--- src/hw/rtl/csa_pkg.sv ---
// ----------------------------------------------------------------------------
// csa_pkg: shared types and constants
// Count and index widths and the per-cell control bundle.
// ----------------------------------------------------------------------------
package csa_pkg;

  localparam int CNT_BITS   = 6;
  localparam int INDEX_BITS = 6;
  localparam logic [CNT_BITS-1:0] CNT_MAX = '1;

  // control broadcast from the sequencer to one cell
  typedef struct packed {
    logic load;   // capture the incoming key, clear count
    logic shift;  // take neighbor contents (drain)
    logic cmp;    // a new element is on the key bus
  } cell_ctrl_t;

endpackage

--- src/hw/rtl/csa_cell.sv ---
// ----------------------------------------------------------------------------
// csa_cell: one storage cell of the chain
// Holds one key and its running count; counts later smaller keys and hands
// its contents to the lower neighbor while the chain drains.
// ----------------------------------------------------------------------------
module csa_cell #(
  parameter int VALUE_BITS = 16
) (
  input  logic                           clk,
  input  logic                           rst,
  input  csa_pkg::cell_ctrl_t            ctrl,
  input  logic [VALUE_BITS-1:0]          in_key,
  input  logic                           nb_valid,
  input  logic [VALUE_BITS-1:0]          nb_key,
  input  logic [csa_pkg::CNT_BITS-1:0]   nb_count,
  output logic                           valid,
  output logic [VALUE_BITS-1:0]          key,
  output logic [csa_pkg::CNT_BITS-1:0]   count
);

  always_ff @(posedge clk) begin
    if (ctrl.shift) begin
      key   <= nb_key;
      count <= nb_count;
    end else if (ctrl.load) begin
      key   <= in_key;
      count <= '0;
    end else if (ctrl.cmp && valid && (in_key < key) && (count != csa_pkg::CNT_MAX)) begin
      count <= count + csa_pkg::CNT_BITS'(1);
    end
  end

  always_ff @(posedge clk) begin
    if (rst) begin
      valid <= 1'b0;
    end else if (ctrl.shift) begin
      valid <= nb_valid;
    end else if (ctrl.load) begin
      valid <= 1'b1;
    end
  end

endmodule

--- src/hw/rtl/count_smaller_after_self.sv ---
// ----------------------------------------------------------------------------
// count_smaller_after_self: count of later smaller elements, per element
// Stores a run of signed values in a chain of cells and reports, for each
// element in arrival order, how many later elements are strictly smaller.
// ----------------------------------------------------------------------------
// Usage:
//   Input: an element transfers on a rising edge with start high and busy
//   low. value is two's complement (VALUE_BITS wide); last closes the run.
//   While loading, busy stays low, so one element can transfer every cycle.
//   Each element is compared against all stored cells in the cycle it
//   arrives; the chain holds up to MAX_ELEMS elements. Elements arriving on
//   a full chain are dropped and set the overflow flag for the run.
//   Output: the cycle after the closing element transfers, the chain
//   drains one cell per cycle toward cell 0. strobe is high for exactly one
//   cycle per result, with index, count, last_result and overflow valid in
//   that cycle. A run of N stored elements gives N results in back to
//   back cycles; busy is high while they are presented. The drain rate
//   is set by the single output shift of the chain.
//   The receiver cannot stall; results are simply presented once.
//   Reset (rst, synchronous) empties the chain and clears the flag; the
//   same happens automatically after the final result of a run.
// ----------------------------------------------------------------------------
module count_smaller_after_self #(
  parameter int MAX_ELEMS  = 64,
  parameter int VALUE_BITS = 16
) (
  input  logic                             clk,
  input  logic                             rst,
  input  logic                             start,
  output logic                             busy,
  input  logic signed [VALUE_BITS-1:0]     value,
  input  logic                             last,
  output logic                             strobe,
  output logic [csa_pkg::INDEX_BITS-1:0]   index,
  output logic [csa_pkg::CNT_BITS-1:0]     count,
  output logic                             last_result,
  output logic                             overflow
);

  localparam int FW = $clog2(MAX_ELEMS + 1);
  localparam int IW = (MAX_ELEMS > 1) ? $clog2(MAX_ELEMS) : 1;

  typedef enum logic {
    IDLE,
    DRAIN
  } state_t;

  state_t          state;
  logic [FW-1:0]   fill;     // number of stored elements
  logic [IW-1:0]   idx;      // index of the result at cell 0
  logic            dropped;

  logic            accept;
  logic            full;
  logic            final_res;
  logic [VALUE_BITS-1:0] key_in;

  // chain taps; entry MAX_ELEMS is the empty end of the chain
  logic                          c_valid [MAX_ELEMS+1];
  logic [VALUE_BITS-1:0]         c_key   [MAX_ELEMS+1];
  logic [csa_pkg::CNT_BITS-1:0]  c_count [MAX_ELEMS+1];

  assign accept = start && !busy;
  assign full   = (fill == FW'(MAX_ELEMS));
  // flip the sign bit: signed order becomes unsigned order
  assign key_in = VALUE_BITS'(value) ^ {1'b1, {(VALUE_BITS-1){1'b0}}};
  assign final_res = (FW'(idx) == fill - FW'(1));

  assign c_valid[MAX_ELEMS] = 1'b0;
  assign c_key[MAX_ELEMS]   = '0;
  assign c_count[MAX_ELEMS] = '0;

  genvar k;
  generate
    for (k = 0; k < MAX_ELEMS; k++) begin : g_cell
      csa_pkg::cell_ctrl_t ctrl;
      assign ctrl.load  = accept && !full && (fill == FW'(k));
      assign ctrl.shift = (state == DRAIN);
      // a dropped element never touches the counts
      assign ctrl.cmp   = accept && !full;

      csa_cell #(
        .VALUE_BITS (VALUE_BITS)
      ) u_cell (
        .clk      (clk),
        .rst      (rst),
        .ctrl     (ctrl),
        .in_key   (key_in),
        .nb_valid (c_valid[k+1]),
        .nb_key   (c_key[k+1]),
        .nb_count (c_count[k+1]),
        .valid    (c_valid[k]),
        .key      (c_key[k]),
        .count    (c_count[k])
      );
    end
  endgenerate

  // sequencer: load phase, then drain one result per cycle
  always_ff @(posedge clk) begin
    if (rst) begin
      state   <= IDLE;
      fill    <= '0;
      idx     <= '0;
      dropped <= 1'b0;
    end else begin
      case (state)
        IDLE: begin
          if (accept) begin
            if (full) begin
              dropped <= 1'b1;
            end else begin
              fill <= fill + FW'(1);
            end
            if (last) begin
              state <= DRAIN;
              idx   <= '0;
            end
          end
        end
        DRAIN: begin
          if (final_res) begin
            state   <= IDLE;
            fill    <= '0;
            idx     <= '0;
            dropped <= 1'b0;
          end else begin
            idx <= idx + IW'(1);
          end
        end
        default: begin
          state <= IDLE;
        end
      endcase
    end
  end

  assign busy        = (state == DRAIN);
  assign strobe      = (state == DRAIN);
  assign index       = csa_pkg::INDEX_BITS'(idx);
  assign count       = c_count[0];
  assign last_result = strobe && final_res;
  assign overflow    = dropped;

endmodule

--- config.mk ---
export PLATFORM = sky130hd
export DESIGN_NAME = count_smaller_after_self
export DESIGN_NICKNAME = d
export VERILOG_FILES = /design/src/hw/rtl/csa_pkg.sv /design/src/hw/rtl/csa_cell.sv /design/src/hw/rtl/count_smaller_after_self.sv
export SDC_FILE = /design/constraint.sdc
export NUM_CORES = 2
export LEC_CHECK = 0
export BUFFER_PORTS_ARGS = -buffer_cell sky130_fd_sc_hd__buf_2
export CAP_MARGIN = 20
export CORE_MARGIN = 8
export CORE_UTILIZATION = 48
export DETAILED_ROUTE_END_ITERATION = 10
export PLACE_DENSITY = 0.66
export SKIP_CTS_REPAIR_TIMING = 1
export SYNTH_ARGS = -nofsm -noshare
export SYNTH_HDL_FRONTEND = slang
export SYNTH_SLANG_ARGS = --single-unit
--- constraint.sdc ---
create_clock -name clk -period 4 [get_ports clk]
set_input_delay 0.8 -clock clk [delete_from_list [all_inputs] [get_ports clk]]
set_output_delay 0.8 -clock clk [all_outputs]
set_load 0.03 [all_outputs]
==> flow_summary.json <==
{
  "status": "finished clean",
  "most_common_cell_on_crit_path": "sky130_fd_sc_hd__buf_4",
  "number_of_standard_cell_rows_in_the_floorplan": 154,
  "route.top_layer_used": "met4",
  "worstPathBufferInverterCount": 4,
  "fin_util": 0.5369,
  "startpoint_type": "register",
  "r2r-start": "fill[1]$_SDFFE_PP0P_",
  "synth-edff-count": 1386,
  "design.final.nets": 9193,
  "clkPwrFrac": 0.380,
  "stdcell_area_mm2": 0.09456,
  "holdPathEnd": "g_cell[63].u_cell.key[15]$_SDFFE_PP0P_",
  "die_height_um": 436.9,
  "netSwitchingPower_mw": 11.19,
  "port_buffers": 35,
  "grt_setup_unrepaired": "false",
  "drt-initial-drc-count": 5926,
  "timing.critical_path.slowest_stage_cell": "sky130_fd_sc_hd__or3b_4",
  "flop_and_latch_count_out_of_synthesis": 1487,
  "syn_inst": 8060,
  "timing.critical_path.depth": 9,
  "cts.sink_count": 1487,
  "total_gr_overflow": 0,
  "initial_utilization": 0.4829,
  "met2_length_um": 119800,
  "cap_violations": 0,
  "mostFrequentLayoutCells": "sky130_fd_sc_hd__edfxtp_1 (1,386), sky130_fd_sc_hd__o21ai_0 (1,346), sky130_fd_sc_hd__inv_1 (1,086), sky130_fd_sc_hd__ha_1 (1,030), sky130_fd_sc_hd__nand2_1 (740)",
  "p_leak_nw": 39.02,
  "pre_repair_dr_iteration_count": 8,
  "cts_tree": "done",
  "detail_route.vias_per_cell": 6.031,
  "period_minus_slack_ns": 3.846,
  "synth_nets": 9110,
  "fraction_of_layout_instances_using_a_drive_strength_above_1": 0.06168,
  "gp_congestion": 0.9102,
  "power.ir.vdd_worst_mv": 0.4754,
  "seq_power_share": 0.472,
  "cts-root-to-sink-buffers": 3,
  "netlist-cell-type-count": 58,
  "worst_r2r_endpoint": "g_cell[62].u_cell.key[0]$_DFFE_PP_",
  "achievable-frequency_ghz": 0.2600,
  "clock_latency_ns": 0.82,
  "synth_sequential_area_ratio": 0.5132,
  "grt_max_degree": 189,
  "timing.setup.tns_ns": 0,
  "layout-area-overhead-vs-synth_pct": 11.19,
  "clock_skew_ns": 0.02959,
  "hold_path_depth": 2,
  "worst_ep_arrival_time_ns": 3.05,
  "switching_share": 0.2762,
  "path_cells": "buf_4 -> inv_1 -> ha_1 -> or3b_4 -> o31ai_1 -> nand4_1 -> nor4_4 -> buf_4 -> clkbuf_4",
  "finalHoldViolations": 0,
  "grt_pass1_wl_um": 381100,
  "max_slew_violation_count": 0,
  "num_vias": 64080,
  "numCtsBuffers": 167,
  "die_w_um": 436.9,
  "synth-warning-count": 0,
  "maxSlewHeadroom": 0.3109,
  "grt_pass1_vias": 64200,
  "ctsRootBufferMaster": "sky130_fd_sc_hd__clkbuf_16",
  "timing.critical_path.required_ns": 3.20,
  "hold_start": "value[15]",
  "boundaryPins": 36,
  "min-delay-path-class": "in -> reg",
  "routed_wl_um": 252000,
  "core_area_mm2": 0.1761,
  "post-route-drc-count": 0,
  "finalSetupViolCount": 0,
  "track_usage": 0.2547,
  "per_instance_average_area_after_synthesis_um2": 10.55,
  "critical-path-max-stage-delay_ns": 0.42,
  "fp.dieArea_mm2": 0.1909,
  "worst_setup_path_end_kind": "output pin",
  "wl_met3_um": 19070,
  "comb_power_share": 0.148,
  "ff2ff_setup_slack_ns": 0.58,
  "post_route_antenna_net_violation_count": 0,
  "htree_levels": 4,
  "power-per-cell-area_mw_per_mm2": 428.4,
  "met1_wirelength_um": 100400,
  "most_common_cell_after_layout_fill_and_taps_aside": "sky130_fd_sc_hd__edfxtp_1",
  "cts.clk_slew.worst_paths_ns": 0.06,
  "worst_pin_slew_ns": 1.033,
  "crit_type": "reg -> out",
  "timing.critical_path.max_delay_family": "simple AND/OR/NAND/NOR gates",
  "worstPathMaxFanout": 13,
  "cell_internal_pwr_mw": 29.32,
  "grt_antenna_before_repair": 8,
  "most_frequently_used_flop_master_after_synthesis": "sky130_fd_sc_hd__edfxtp_1",
  "synthArstFlopShare": 0,
  "finalCritPeriodShare": 0.9616,
  "routedWlPerCell_um": 23.72,
  "dpl.hpwl_um": 170200,
  "syn-cell-area_mm2": 0.08504,
  "placed_cell_area_mm2": 0.08916,
  "timing.reg2reg.worst_path_depth": 5
}
-- per-stage QoR --
step	std cells	power [mW]	setup slack (ns)	hold WS (ns)
detailed placement	10310	25.33	0.1664	0.4816
floorplan	8060	22.90	0.5220	0.4465
CTS	10620	40.58	-0.09509	0.2211
finish	10630	40.51	0.1537	0.2778
global route	10630	41.97	0.005092	0.2672
global placement	10310	25.10	0.2110	0.4725
-- worst max-delay path by stage --
| stage | start | to |
|---|---|---|
| 6_report | fill[0]$_SDFFE_PP0P_ | last_result |
| 3_5_place_dp | value[8] | g_cell[15].u_cell.count[5]$_DFFE_PP_ |
| 2_1_floorplan | value[15] | g_cell[14].u_cell.count[0]$_DFFE_PP_ |
| 3_3_place_gp | value[8] | g_cell[15].u_cell.count[5]$_DFFE_PP_ |
| 4_1_cts | fill[0]$_SDFFE_PP0P_ | last_result |
| 5_1_grt | fill[0]$_SDFFE_PP0P_ | last_result |
-- flip-flops by register name, summed over array words and instances, names as in the netlist --
signal,flops
busy,1
fill,7
g_cell.u_cell.count,384
g_cell.u_cell.key,1024
g_cell.u_cell.valid,64
index,6
overflow,1
-- per-layer routing --
| layer | track usage | vias up |
|---|---|---|
| met5 | 0 | - |
| met4 | 0.1150 | 0 |
| met3 | 0.03995 | 685 |
| met2 | 0.4287 | 2691 |
| met1 | 0.3242 | 31430 |
| li1 | - | 29280 |
-- cell usage after synthesis (3+ instances only) --
master                         n  area (um^2)
sky130_fd_sc_hd__xor2_1      128         1121
sky130_fd_sc_hd__clkbuf_1    290         1089
sky130_fd_sc_hd__inv_1      1089         4088
sky130_fd_sc_hd__a211oi_1    102        765.7
sky130_fd_sc_hd__nor2b_1      31        193.9
sky130_fd_sc_hd__nand2_1     755         2834
sky130_fd_sc_hd__ha_1       1030        12890
sky130_fd_sc_hd__o221a_2       5        56.30
sky130_fd_sc_hd__a2111oi_0    36        315.3
sky130_fd_sc_hd__a21o_1      197         1479
sky130_fd_sc_hd__nor3_1       35        175.2
sky130_fd_sc_hd__o21a_1       61        457.9
sky130_fd_sc_hd__or4_1        37        277.8
sky130_fd_sc_hd__nor2_1      252        945.9
sky130_fd_sc_hd__buf_4         9        67.56
sky130_fd_sc_hd__a211o_1      36        315.3
sky130_fd_sc_hd__buf_1         7        26.28
sky130_fd_sc_hd__mux2i_1      22        220.2
sky130_fd_sc_hd__a221oi_1     58        508.0
sky130_fd_sc_hd__o31ai_1       8        60.06
sky130_fd_sc_hd__a21oi_1     278         1391
sky130_fd_sc_hd__o211a_1       3        30.03
sky130_fd_sc_hd__a31oi_1      27        168.9
sky130_fd_sc_hd__nand2b_1     68        425.4
sky130_fd_sc_hd__and3_1       13        81.33
sky130_fd_sc_hd__o21ai_0    1346         6736
sky130_fd_sc_hd__or3_1        10        62.56
sky130_fd_sc_hd__edfxtp_1   1386        41620
sky130_fd_sc_hd__a41o_1        4        40.04
sky130_fd_sc_hd__and2_1        9        56.30
sky130_fd_sc_hd__buf_2        12        60.06
sky130_fd_sc_hd__o211ai_1     94        705.7
sky130_fd_sc_hd__a31o_2        3        26.28
sky130_fd_sc_hd__o2111ai_1    52        455.4
sky130_fd_sc_hd__nand4_1     119        744.5
sky130_fd_sc_hd__a22o_1       60        525.5
sky130_fd_sc_hd__xnor2_1     130         1139
sky130_fd_sc_hd__dfxtp_1     101         2022
sky130_fd_sc_hd__a21boi_0      3        22.52
sky130_fd_sc_hd__nand3_1     134        670.6
-- power by group through the flow --
| stage | sequential (mW) | combinational, mW | clock, mW |
|---|---|---|---|
| 3_3_place_gp | 19.4 | 5.69 | 0 |
| 6_report | 19.1 | 6.01 | 15.4 |
| 4_1_cts | 19.1 | 5.96 | 15.5 |
| 2_1_floorplan | 19.2 | 3.71 | 0 |
| 5_1_grt | 19.2 | 6.65 | 16.1 |
| 3_5_place_dp | 19.4 | 5.90 | 0 |
-- cell families after synthesis --
kind of cell | Yosys count | synth area share
AO/OA/AOI/OAI | 2381 | 0.1661
flip-flops | 1487 | 0.5132
AND/OR/NAND/NOR | 1472 | 0.07721
buffers and inverters | 1410 | 0.06281
adder cells (fa/ha/maj) | 1030 | 0.1515
XOR/XNOR | 258 | 0.02657
multiplexers | 22 | 0.002589
-- final cells by class --
class / instances / area (um^2)
multi-input combinational: 5163 / 36220
clock inverter: 70 / 749.5
antenna: 1 / 2.502
inverter: 1092 / 4109
clock buffer: 241 / 4638
sequential: 1487 / 43650
fill: 15230 / 81550
timing repair buffer: 232 / 2272
tap: 2340 / 2928
(Power assumes the default switching activity.)
